===== src/hw/rtl/trd_pkg.sv =====
// Shared types, codes and scaling constants for the tablet report decoder.
// No dependencies; imported by every RTL module of the block.
package trd_pkg;

  // Report layouts selected by the configuration register
  typedef enum logic [2:0] {
    MdlDefault  = 3'd0,
    MdlSmallPad = 3'd1,
    MdlPenPal   = 3'd2,
    MdlArtIv    = 3'd3,
    MdlArtWide  = 3'd4
  } trd_model_e;

  // Report kinds (byte 0)
  localparam logic [7:0] KindButtons = 8'h01;
  localparam logic [7:0] KindPen     = 8'h02;
  localparam logic [7:0] KindPadKeys = 8'h0c;

  // Slider markers and limits
  localparam logic [7:0] MarkLeft    = 8'h55;
  localparam logic [7:0] MarkRight   = 8'haa;
  localparam logic [3:0] SliderKeyNib = 4'ha;
  localparam logic [7:0] SliderMax   = 8'h3f;
  localparam logic [7:0] SliderReset = 8'hfb;  // -5
  localparam logic [7:0] PressKeyThr = 8'd68;

  // Key bit positions
  localparam int unsigned KeyLeft   = 0;
  localparam int unsigned KeyRight  = 1;
  localparam int unsigned KeyMiddle = 2;
  localparam int unsigned KeyPad0   = 3;

  localparam int unsigned KeyW   = 11;
  localparam int unsigned InDataW  = 64;
  localparam int unsigned InUserW  = 8;
  localparam int unsigned OutDataW = 88;
  localparam int unsigned OutUserW = 4;
  localparam int unsigned TrdQueueDepth = 2;

  // Coordinate scaling: pos = raw*65535/max, saturated
  typedef enum logic {
    ScaleStd   = 1'b0,
    ScaleLarge = 1'b1
  } trd_scale_e;

  localparam int unsigned MaxW   = 15;
  localparam int unsigned RecipW = 20;

  localparam logic [MaxW-1:0] MaxStdX   = 15'h27de;
  localparam logic [MaxW-1:0] MaxStdY   = 15'h1cfe;
  localparam logic [MaxW-1:0] MaxLargeX = 15'h5750;
  localparam logic [MaxW-1:0] MaxLargeY = 15'h3692;

  // floor(65535 * 2^16 / max)
  localparam logic [63:0] ScaleNum = 64'd4294901760;
  localparam logic [RecipW-1:0] RecipStdX   = RecipW'(ScaleNum / 64'h27de);
  localparam logic [RecipW-1:0] RecipStdY   = RecipW'(ScaleNum / 64'h1cfe);
  localparam logic [RecipW-1:0] RecipLargeX = RecipW'(ScaleNum / 64'h5750);
  localparam logic [RecipW-1:0] RecipLargeY = RecipW'(ScaleNum / 64'h3692);

  function automatic logic [MaxW-1:0] scale_max(trd_scale_e sel, logic axis_y);
    logic [MaxW-1:0] m;
    case (sel)
      ScaleLarge: m = axis_y ? MaxLargeY : MaxLargeX;
      default:    m = axis_y ? MaxStdY : MaxStdX;
    endcase
    return m;
  endfunction

  function automatic logic [RecipW-1:0] scale_recip(trd_scale_e sel, logic axis_y);
    logic [RecipW-1:0] r;
    case (sel)
      ScaleLarge: r = axis_y ? RecipLargeY : RecipLargeX;
      default:    r = axis_y ? RecipStdY : RecipStdX;
    endcase
    return r;
  endfunction

  // Classified item handed from front to back
  typedef struct packed {
    trd_scale_e       scale_sel;
    logic             pos_valid;
    logic [1:0][15:0] raw;          // [0] x, [1] y
    logic             tilt_valid;
    logic [5:0]       tilt_x;
    logic [7:0]       tilt_y;
    logic             pressure_valid;
    logic [15:0]      pen_pressure;
    logic [KeyW-1:0]  key_mask;
    logic [KeyW-1:0]  key_levels;
    logic             wheel_valid;
    logic [3:0]       wheel_delta;
  } trd_entry_t;

  typedef struct packed {
    logic            pos_valid;
    logic [15:0]     pos_x;
    logic [15:0]     pos_y;
    logic            tilt_valid;
    logic [5:0]      tilt_x;
    logic [7:0]      tilt_y;
    logic            pressure_valid;
    logic [15:0]     pen_pressure;
    logic [KeyW-1:0] key_mask;
    logic [KeyW-1:0] key_levels;
    logic            wheel_valid;
    logic [3:0]      wheel_delta;
  } trd_result_t;

endpackage


===== src/hw/rtl/tablet_report_decoder_core.sv =====
// An accepted input beat passes queue write, scale estimate, scale multiply
//   and output register; the two multiply stages per axis set the depth.
// Throughput: 1 beat per cycle unless m_axis_tready stalls the output.
// Reset (rst_ni low, async): model returns to default, slider position to -5,
//   queue and pipeline empty.
module tablet_report_decoder_core import trd_pkg::*; #(
  parameter int unsigned QueueDepth = TrdQueueDepth
) (
  input  logic                clk_i,
  input  logic                rst_ni,
  // configuration: tablet_model
  input  logic                cfg_valid_i,
  output logic                cfg_ready_o,
  input  logic [2:0]          cfg_data_i,
  // report input
  input  logic                s_axis_tvalid,
  output logic                s_axis_tready,
  // [7:0] status_bits, [15:8] field_byte2, [23:16] field_byte3,
  // [31:24] field_byte4, [39:32] field_byte5, [47:40] field_byte6,
  // [55:48] field_byte7, [63:56] field_byte8
  input  logic [InDataW-1:0]  s_axis_tdata,
  // [7:0] report_kind
  input  logic [InUserW-1:0]  s_axis_tuser,
  // decoded result
  output logic                m_axis_tvalid,
  input  logic                m_axis_tready,
  // [15:0] pos_x, [31:16] pos_y, [37:32] tilt_x, [45:38] tilt_y,
  // [61:46] pen_pressure, [72:62] key_update_mask, [83:73] key_levels,
  // [87:84] wheel_delta
  output logic [OutDataW-1:0] m_axis_tdata,
  // [0] position_valid, [1] tilt_valid, [2] pressure_valid, [3] wheel_valid
  output logic [OutUserW-1:0] m_axis_tuser
);

  // Front classifies each beat in the accept cycle and updates slider state;
  // back does the per-axis scaling and holds the result until taken.
  trd_entry_t  push_data, pop_data;
  trd_result_t res;
  logic        push, q_full, q_valid, pop;

  assign cfg_ready_o = 1'b1;

  trd_front u_front (
    .clk_i       (clk_i),
    .rst_ni      (rst_ni),
    .cfg_valid_i (cfg_valid_i),
    .cfg_data_i  (cfg_data_i),
    .in_valid_i  (s_axis_tvalid),
    .in_ready_o  (s_axis_tready),
    .kind_i      (s_axis_tuser),
    .data_i      (s_axis_tdata),
    .q_full_i    (q_full),
    .push_o      (push),
    .entry_o     (push_data)
  );

  // Decouples the front from output backpressure
  trd_queue #(
    .Depth (QueueDepth)
  ) u_queue (
    .clk_i   (clk_i),
    .rst_ni  (rst_ni),
    .push_i  (push),
    .wdata_i (push_data),
    .full_o  (q_full),
    .pop_i   (pop),
    .valid_o (q_valid),
    .rdata_o (pop_data)
  );

  trd_back u_back (
    .clk_i       (clk_i),
    .rst_ni      (rst_ni),
    .q_valid_i   (q_valid),
    .q_data_i    (pop_data),
    .pop_o       (pop),
    .out_valid_o (m_axis_tvalid),
    .out_ready_i (m_axis_tready),
    .out_data_o  (res)
  );

  assign m_axis_tdata = {res.wheel_delta, res.key_levels, res.key_mask, res.pen_pressure,
                         res.tilt_y, res.tilt_x, res.pos_y, res.pos_x};
  assign m_axis_tuser = {res.wheel_valid, res.pressure_valid, res.tilt_valid, res.pos_valid};

endmodule


===== src/hw/rtl/trd_front.sv =====
// Front end: model register, report classification, key/pressure/tilt
// decode and slider state. Depends on trd_pkg.
module trd_front import trd_pkg::*; (
  input  logic               clk_i,
  input  logic               rst_ni,
  input  logic               cfg_valid_i,
  input  logic [2:0]         cfg_data_i,
  input  logic               in_valid_i,
  output logic               in_ready_o,
  input  logic [InUserW-1:0] kind_i,
  input  logic [InDataW-1:0] data_i,
  input  logic               q_full_i,
  output logic               push_o,
  output trd_entry_t         entry_o
);

  logic [2:0]       model_q;
  logic [7:0]       last_q, last_d;
  trd_model_e       model;
  logic [7:0]       s, b2, b3, b4, b5, b6, b7, b8;
  logic [15:0]      be_x, be_y, le_x, le_y, be_p;
  logic [1:0]       side_en;
  logic [1:0][7:0]  side_d;
  logic signed [8:0] diff;
  trd_entry_t       e;

  assign {b8, b7, b6, b5, b4, b3, b2, s} = data_i;
  assign be_x = {b2, b3};
  assign be_y = {b4, b5};
  assign le_x = {b3, b2};
  assign le_y = {b5, b4};
  assign be_p = {b6, b7};

  assign model = (model_q > 3'd4) ? MdlDefault : trd_model_e'(model_q);

  assign in_ready_o = !q_full_i;
  assign push_o     = in_valid_i && !q_full_i;

  always_comb begin
    e       = '0;
    side_en = '0;
    side_d  = '0;
    diff    = '0;
    last_d  = last_q;
    case (model)
      MdlDefault, MdlSmallPad: begin
        if (kind_i == KindButtons) begin
          side_en[0] = (s == MarkLeft);
          side_d[0]  = b2;
          side_en[1] = (b3 == MarkRight);
          side_d[1]  = b4;
        end else if (kind_i == KindPen) begin
          if (s[7:4] != 4'h0) begin
            e.pos_valid      = 1'b1;
            e.raw            = {be_y, be_x};
            e.tilt_valid     = 1'b1;
            e.tilt_x         = b7[5:0];
            e.tilt_y         = b8;
            e.pressure_valid = 1'b1;
            e.pen_pressure   = be_p >> 6;
          end
          e.key_mask[KeyLeft]   = 1'b1;
          e.key_levels[KeyLeft] = (model == MdlDefault) ? s[0] : (b6 > PressKeyThr);
          e.key_mask[KeyRight]   = 1'b1;
          e.key_levels[KeyRight] = s[1];
          e.key_mask[KeyPad0]    = 1'b1;
          e.key_levels[KeyPad0]  = s[5];
        end
      end
      MdlPenPal: begin
        if (kind_i == KindPen) begin
          if (s[7:5] == 3'b111) begin
            if (s[0]) begin
              e.pressure_valid = 1'b1;
              e.pen_pressure   = be_p >> 6;
            end
            if (s[2]) begin
              e.key_mask[KeyRight]   = 1'b1;
              e.key_levels[KeyRight] = s[1];
            end
            e.pos_valid           = 1'b1;
            e.raw                 = {be_y, be_x};
            e.key_mask[KeyPad0]   = 1'b1;
            e.key_levels[KeyPad0] = (b6 != 8'h00);
          end
        end else if (kind_i == KindPadKeys) begin
          e.key_mask[KeyPad0+3:KeyPad0]   = 4'hf;
          e.key_levels[KeyPad0+3:KeyPad0] = b3[3:0];
        end
      end
      MdlArtIv, MdlArtWide: begin
        e.scale_sel = ScaleLarge;
        if (kind_i == KindButtons) begin
          e.pos_valid = 1'b1;
          e.raw       = {le_y, le_x};
          e.key_mask[KeyPad0:KeyLeft]   = 4'hf;
          e.key_levels[KeyPad0:KeyLeft] = s[3:0];
          if (model == MdlArtWide) begin
            e.pressure_valid = 1'b1;
            e.pen_pressure   = {b7, b6};
          end
        end else if (kind_i == KindPen && model == MdlArtIv) begin
          e.pos_valid = 1'b1;
          e.raw       = {be_y, be_x};
          if (s[0]) begin
            e.pressure_valid = 1'b1;
            e.pen_pressure   = be_p >> 6;
          end
        end else if (kind_i == KindPadKeys) begin
          if (model == MdlArtIv) begin
            e.key_mask[KeyW-1:KeyPad0+1]   = 7'h7f;
            e.key_levels[KeyW-1:KeyPad0+1] = b3[6:0];
          end else begin
            e.key_mask[KeyW-1:KeyPad0]   = 8'hff;
            e.key_levels[KeyW-1:KeyPad0] = b3;
          end
        end
      end
      default: ;
    endcase

    // Sliders, left then right; right sees the left update
    for (int sd = 0; sd < 2; sd++) begin
      if (side_en[sd]) begin
        if (side_d[sd][7:4] == SliderKeyNib) begin
          for (int k = 0; k < 3; k++) begin
            e.key_mask[KeyPad0 + 1 + 4*sd + k]   = 1'b1;
            e.key_levels[KeyPad0 + 1 + 4*sd + k] = side_d[sd][k+1];
          end
        end else if (side_d[sd] <= SliderMax) begin
          diff = $signed({1'b0, side_d[sd]}) - $signed({last_d[7], last_d});
          if (diff > -9'sd4 && diff < 9'sd4) begin
            e.wheel_delta = e.wheel_delta + diff[3:0];
            e.wheel_valid = 1'b1;
          end
          last_d = side_d[sd];
        end
      end
    end
  end

  assign entry_o = e;

  always_ff @(posedge clk_i or negedge rst_ni) begin
    if (!rst_ni) begin
      model_q <= MdlDefault;
      last_q  <= SliderReset;
    end else begin
      if (cfg_valid_i) model_q <= cfg_data_i;
      if (push_o)      last_q  <= last_d;
    end
  end

endmodule


===== src/hw/rtl/trd_queue.sv =====
// Small FIFO between front and back ends of the tablet report decoder.
// Depends on trd_pkg for the entry type.
module trd_queue import trd_pkg::*; #(
  parameter int unsigned Depth = TrdQueueDepth
) (
  input  logic       clk_i,
  input  logic       rst_ni,
  input  logic       push_i,
  input  trd_entry_t wdata_i,
  output logic       full_o,
  input  logic       pop_i,
  output logic       valid_o,
  output trd_entry_t rdata_o
);

  localparam int unsigned PtrW = (Depth > 1) ? $clog2(Depth) : 1;
  localparam int unsigned CntW = $clog2(Depth + 1);

  trd_entry_t      mem_q [Depth];
  logic [PtrW-1:0] wptr_q, rptr_q;
  logic [CntW-1:0] cnt_q;
  logic            do_push, do_pop;

  assign full_o  = (cnt_q == CntW'(Depth));
  assign valid_o = (cnt_q != '0);
  assign rdata_o = mem_q[rptr_q];
  assign do_push = push_i && !full_o;
  assign do_pop  = pop_i && valid_o;

  always_ff @(posedge clk_i) begin
    if (do_push) mem_q[wptr_q] <= wdata_i;
  end

  always_ff @(posedge clk_i or negedge rst_ni) begin
    if (!rst_ni) begin
      wptr_q <= '0;
      rptr_q <= '0;
      cnt_q  <= '0;
    end else begin
      if (do_push) wptr_q <= (wptr_q == PtrW'(Depth - 1)) ? '0 : wptr_q + 1'b1;
      if (do_pop)  rptr_q <= (rptr_q == PtrW'(Depth - 1)) ? '0 : rptr_q + 1'b1;
      if (do_push && !do_pop)      cnt_q <= cnt_q + 1'b1;
      else if (do_pop && !do_push) cnt_q <= cnt_q - 1'b1;
    end
  end

endmodule


===== src/hw/rtl/trd_back.sv =====
// Back end: three-stage position scaling pipeline with output register.
// Reciprocal multiply, remainder correction, saturation. Depends on trd_pkg.
module trd_back import trd_pkg::*; (
  input  logic        clk_i,
  input  logic        rst_ni,
  input  logic        q_valid_i,
  input  trd_entry_t  q_data_i,
  output logic        pop_o,
  output logic        out_valid_o,
  input  logic        out_ready_i,
  output trd_result_t out_data_o
);

  // stage 1: quotient estimate
  logic                   v1_q;
  trd_entry_t             e1_q;
  logic [1:0]             sat1_q;
  logic [1:0][15:0]       q1_q;
  // stage 2: quotient times divisor
  logic                   v2_q;
  trd_entry_t             e2_q;
  logic [1:0]             sat2_q;
  logic [1:0][15:0]       q2_q;
  logic [1:0][30:0]       t2_q;
  // output
  logic                   vo_q;
  trd_result_t            res_q, res_d;

  logic                   en1, en2, eno;
  logic [1:0]             sat1_d;
  logic [1:0][15:0]       q1_d;
  logic [1:0][30:0]       t2_d;
  logic [1:0][15:0]       pos;
  logic [MaxW+RecipW-1:0] prod1 [2];
  logic [30:0]            num3 [2];
  logic [30:0]            rem3 [2];

  assign eno   = !vo_q || out_ready_i;
  assign en2   = !v2_q || eno;
  assign en1   = !v1_q || en2;
  assign pop_o = en1 && q_valid_i;

  always_comb begin
    for (int c = 0; c < 2; c++) begin
      sat1_d[c] = q_data_i.raw[c] >= {1'b0, scale_max(q_data_i.scale_sel, c[0])};
      prod1[c]  = q_data_i.raw[c][MaxW-1:0] * scale_recip(q_data_i.scale_sel, c[0]);
      q1_d[c]   = prod1[c][31:16];
      t2_d[c]   = q1_q[c] * scale_max(e1_q.scale_sel, c[0]);
      num3[c]   = {e2_q.raw[c][MaxW-1:0], 16'h0000} - {16'h0000, e2_q.raw[c][MaxW-1:0]};
      rem3[c]   = num3[c] - t2_q[c];
      if (sat2_q[c]) begin
        pos[c] = 16'hffff;
      end else if (rem3[c] >= {16'h0000, scale_max(e2_q.scale_sel, c[0])}) begin
        pos[c] = q2_q[c] + 16'd1;
      end else begin
        pos[c] = q2_q[c];
      end
    end
  end

  always_comb begin
    res_d.pos_valid      = e2_q.pos_valid;
    res_d.pos_x          = pos[0];
    res_d.pos_y          = pos[1];
    res_d.tilt_valid     = e2_q.tilt_valid;
    res_d.tilt_x         = e2_q.tilt_x;
    res_d.tilt_y         = e2_q.tilt_y;
    res_d.pressure_valid = e2_q.pressure_valid;
    res_d.pen_pressure   = e2_q.pen_pressure;
    res_d.key_mask       = e2_q.key_mask;
    res_d.key_levels     = e2_q.key_levels;
    res_d.wheel_valid    = e2_q.wheel_valid;
    res_d.wheel_delta    = e2_q.wheel_delta;
  end

  always_ff @(posedge clk_i) begin
    if (pop_o) begin
      e1_q   <= q_data_i;
      sat1_q <= sat1_d;
      q1_q   <= q1_d;
    end
    if (en2 && v1_q) begin
      e2_q   <= e1_q;
      sat2_q <= sat1_q;
      q2_q   <= q1_q;
      t2_q   <= t2_d;
    end
    if (eno && v2_q) res_q <= res_d;
  end

  always_ff @(posedge clk_i or negedge rst_ni) begin
    if (!rst_ni) begin
      v1_q <= 1'b0;
      v2_q <= 1'b0;
      vo_q <= 1'b0;
    end else begin
      if (en1) v1_q <= q_valid_i;
      if (en2) v2_q <= v1_q;
      if (eno) vo_q <= v2_q;
    end
  end

  assign out_valid_o = vo_q;
  assign out_data_o  = res_q;

endmodule


===== config.mk =====
export PLATFORM = sky130hd
export DESIGN_NAME = tablet_report_decoder_core
export DESIGN_NICKNAME = d
export VERILOG_FILES = /design/src/hw/rtl/trd_pkg.sv /design/src/hw/rtl/tablet_report_decoder_core.sv /design/src/hw/rtl/trd_front.sv /design/src/hw/rtl/trd_queue.sv /design/src/hw/rtl/trd_back.sv
export SDC_FILE = /design/constraint.sdc
export NUM_CORES = 2
export LEC_CHECK = 0
export ABC_AREA = 0
export BUFFER_PORTS_ARGS = -buffer_cell sky130_fd_sc_hd__buf_4
export CAP_MARGIN = 15
export CORE_MARGIN = 2
export CORE_UTILIZATION = 65
export CTS_CLUSTER_DIAMETER = 60
export CTS_CLUSTER_SIZE = 10
export DETAILED_ROUTE_END_ITERATION = 12
export PLACE_DENSITY = 0.8
export SETUP_SLACK_MARGIN = 0.4
export SYNTH_ARGS = -nofsm -noshare
export SYNTH_HDL_FRONTEND = slang
export SYNTH_HIERARCHICAL = 1
export SYNTH_SLANG_ARGS = --single-unit

===== constraint.sdc =====
create_clock -name clk_i -period 33.8 [get_ports clk_i]
set_clock_uncertainty 0.15 [all_clocks]
set_input_delay 6.76 -clock clk_i [delete_from_list [all_inputs] [get_ports clk_i]]
set_output_delay 6.76 -clock clk_i [all_outputs]
set_load 0.1 [all_outputs]

==> results.txt <==
Setup violations, final -> 0
Post-CTS Setup Inserts -> 0
GR Overflow Total -> 0
Normalized max-slew margin -> 0.2461
Ys Warns -> 6
Hold Crit Class -> reg -> reg
Wire length per cell -> 20.08 um
Die height -> 286.9 um
Seq/Total Area, Yosys -> 0.3477
Worst endpoint required time -> 34.00 ns
Global-route wire length before repair -> 185.3 mm
WHS -> 0.2536 ns
Final Max Slew Viols -> 0
Worst setup SP type -> primary input
#FFs+latches synth -> 605
Largest net degree at the start of global routing -> 68
CTS max path bufs -> 3
RSZ-0062 raised after global routing -> no
EDFF count, synth -> 587
# clock sinks -> 605
Final #Nets -> 5993
Die area -> 82310 um^2
Reg clk slew, reported paths -> 0.06 ns
CP max FO -> 12
CTS tree -> built
IO buf count -> 173
Arr. time, crit path -> 11.56 ns
Boundary Pins -> 175
Die Width -> 286.9 um
Root buffer cell -> clkbuf_16
Most common cell after layout, fill and taps aside -> inv_1
Starting DRT DRC Count -> 2339
Core area -> 79130 um^2
Status -> finished, final reports clean
Drt first pass iters -> 6
Share of the synthesized area in the top cell type -> 0.3388
Number of fill cells -> 5401
Vias in the first global route -> 35160
Final Hold Vio Count -> 0
Asr flop ratio synth -> 0.02975
Max-cap violations -> 0
Final wirelength -> 115.8 mm
Area Growth Syn to Fin -> 9.303%
Initial core utilization -> 0.6574
Layout cells sized above 1 -> 0.1015
Highest Clock Rate -> 0.08800 GHz
CTS Hold Bufs -> 0
Final Critical Period -> 11.36 ns
Core Rows -> 103
Synth top area cells -> edfxtp_1 (34%), fa_1 (20%), ha_1 (17%), inv_1 (7.1%), mux2_2 (2.1%)
Routed via count -> 33535
Number of diodes -> 0
H-tree levels -> 3
Worst slew pin tran -> 1.115 ns
Register area -> 18090 um^2
# DRC -> 0
Final Wtd Congestion -> 0.9436
Total GRT Usage -> 0.2897
CP Capture Type -> register
Post-Syn Area -> 52020 um^2
Synth cell types -> 103
Ys flop type -> edfxtp_1
Post-synth top area cell -> edfxtp_1
Final ANT Viol Nets -> 0
Post-route setup TNS -> 0 ns
Multi-input logic area -> 29920 um^2
Post-cts sizing count -> 0
Clk_lat worst skew -> 0.65 ns
TritonCTS buffer count -> 78
FF-to-FF path depth -> 27
Detail Placement HPWL -> 88.68 mm
Vias per cell -> 5.814
Final Cycle Share -> 0.3362
Hold path depth -> 0
Syn Inst Count -> 4478
Syn Area/Cell -> 11.62 um^2
Initial antenna violation count -> 1
Most frequent cells in the layout -> inv_1 (978), ha_1 (704), edfxtp_1 (587), fa_1 (528), buf_4 (194)
Crit path kind -> in -> reg
kinds of logic after synthesis:
kind of cell / after synthesis / share of synthesized area
other: 3 / 0.0002165
xor gates and xnor gates: 137 / 0.02335
AOI/OAI and AO/OA: 559 / 0.07389
muxes: 127 / 0.02675
and+or+nand+nor: 761 / 0.07740
adders and majority gates: 1232 / 0.3725
buffers and inverters: 1054 / 0.07819
DFF: 605 / 0.3477
path summary, 6_finish.rpt:
check	start	endpoint	slack [ns]
max	s_axis_tuser[5]	u_queue/mem_q[0][3]	22.44
min	u_back/e1_q[89]	u_back/e2_q[89]	0.25
max reg2reg	u_queue/rptr_q	u_back/q1_q[30]	24.82
min reg2reg	u_back/e1_q[89]	u_back/e2_q[89]	0.25
max in group asynchronous	rst_ni	u_front/last_q[1]	27.35
min in group asynchronous	rst_ni	u_front/model_q[2]	5.84
sequential cells by signal (all words and copies together), names as in the netlist:
name,flops
u_back/q1_q,32
u_back/e1_q,91
u_back/v1_q,1
u_queue/mem_q,186
u_back/sat2_q,2
u_queue/wptr_q,1
u_back/v2_q,1
u_back/e2_q,91
u_back/t2_q,59
u_back/out_valid_o,1
u_queue/cnt_q,2
u_queue/rptr_q,1
u_front/last_q,8
u_back/q2_q,32
u_front/model_q,3
u_back/sat1_q,2
u_back/out_data_o,92
cell usage after synthesis (8+ instances only):
cell	count
inv_1	978
ha_1	704
edfxtp_1	587
fa_1	528
nand2_1	159
nor2_1	154
a21oi_1	120
mux2_2	96
o21ai_0	95
xnor2_1	94
and2_1	77
nor2b_1	60
nor3_1	51
a21o_1	50
nand3_1	49
clkbuf_1	45
xor2_1	41
a22o_1	39
nand2b_1	34
and3_1	31
mux2i_1	31
or2_2	31
a211oi_1	25
o21a_1	25
nand4_1	21
o21bai_1	20
or3_1	19
o211ai_1	18
a31oi_1	17
nor4_1	16
o31ai_1	16
a21boi_0	14
o21ai_1	13
dfrtp_1	11
a21oi_2	10
buf_2	10
or4_1	10
a2111oi_0	9
nor3b_1	9
buf_4	8
area by class of cell:
cell class | count | share of cell area
Clock buffer | 95 | 0.03563
Clock inverter | 22 | 0.006536
Inverter | 981 | 0.06476
Multi-Input combinational cell | 2821 | 0.5262
Sequential cell | 605 | 0.3181
Tap cell | 1050 | 0.02311
Timing Repair Buffer | 194 | 0.02561
critical path: stages:
cell and delay (ns):
buf_4 0.11, or4_4 0.57, nor2_1 0.33, nand2_1 0.16, or3_1 0.59, o21ai_0 0.33
ha_1 0.21, inv_1 0.06, fa_1 0.46, a21o_1 0.18, a21oi_1 0.21, o21ai_0 0.11
a21oi_1 0.24, o21ai_0 0.15, xor2_1 0.17, nand3_1 0.08, a2bb2oi_1 0.54, nor2_1 0.14
xnor2_1 0.17
metrics by stage:
stage,setup slack [ns],util,instances,instance area [um^2]
floorplan,15.69,-,4480,52030
global placement,21.94,0.6883,5651,54460
detailed placement,21.87,0.6883,5651,54460
CTS,22.50,0.7186,5768,56860
global route,22.22,0.7186,5768,56860
finish,22.44,0.7186,5768,56860
layer usage:
layer | vias to the layer above | GRT usage | share of wire
li1 | 15456 | - | -
met1 | 16640 | 0.3892 | 0.41
met2 | 1193 | 0.4817 | 0.48
met3 | 244 | 0.04722 | 0.069
met4 | 2 | 0.1003 | 0.034
met5 | - | 0 | 0.00010
Power is not shown: default switching activity piles up to over one toggle a cycle in this logic, so the estimate is an artifact.
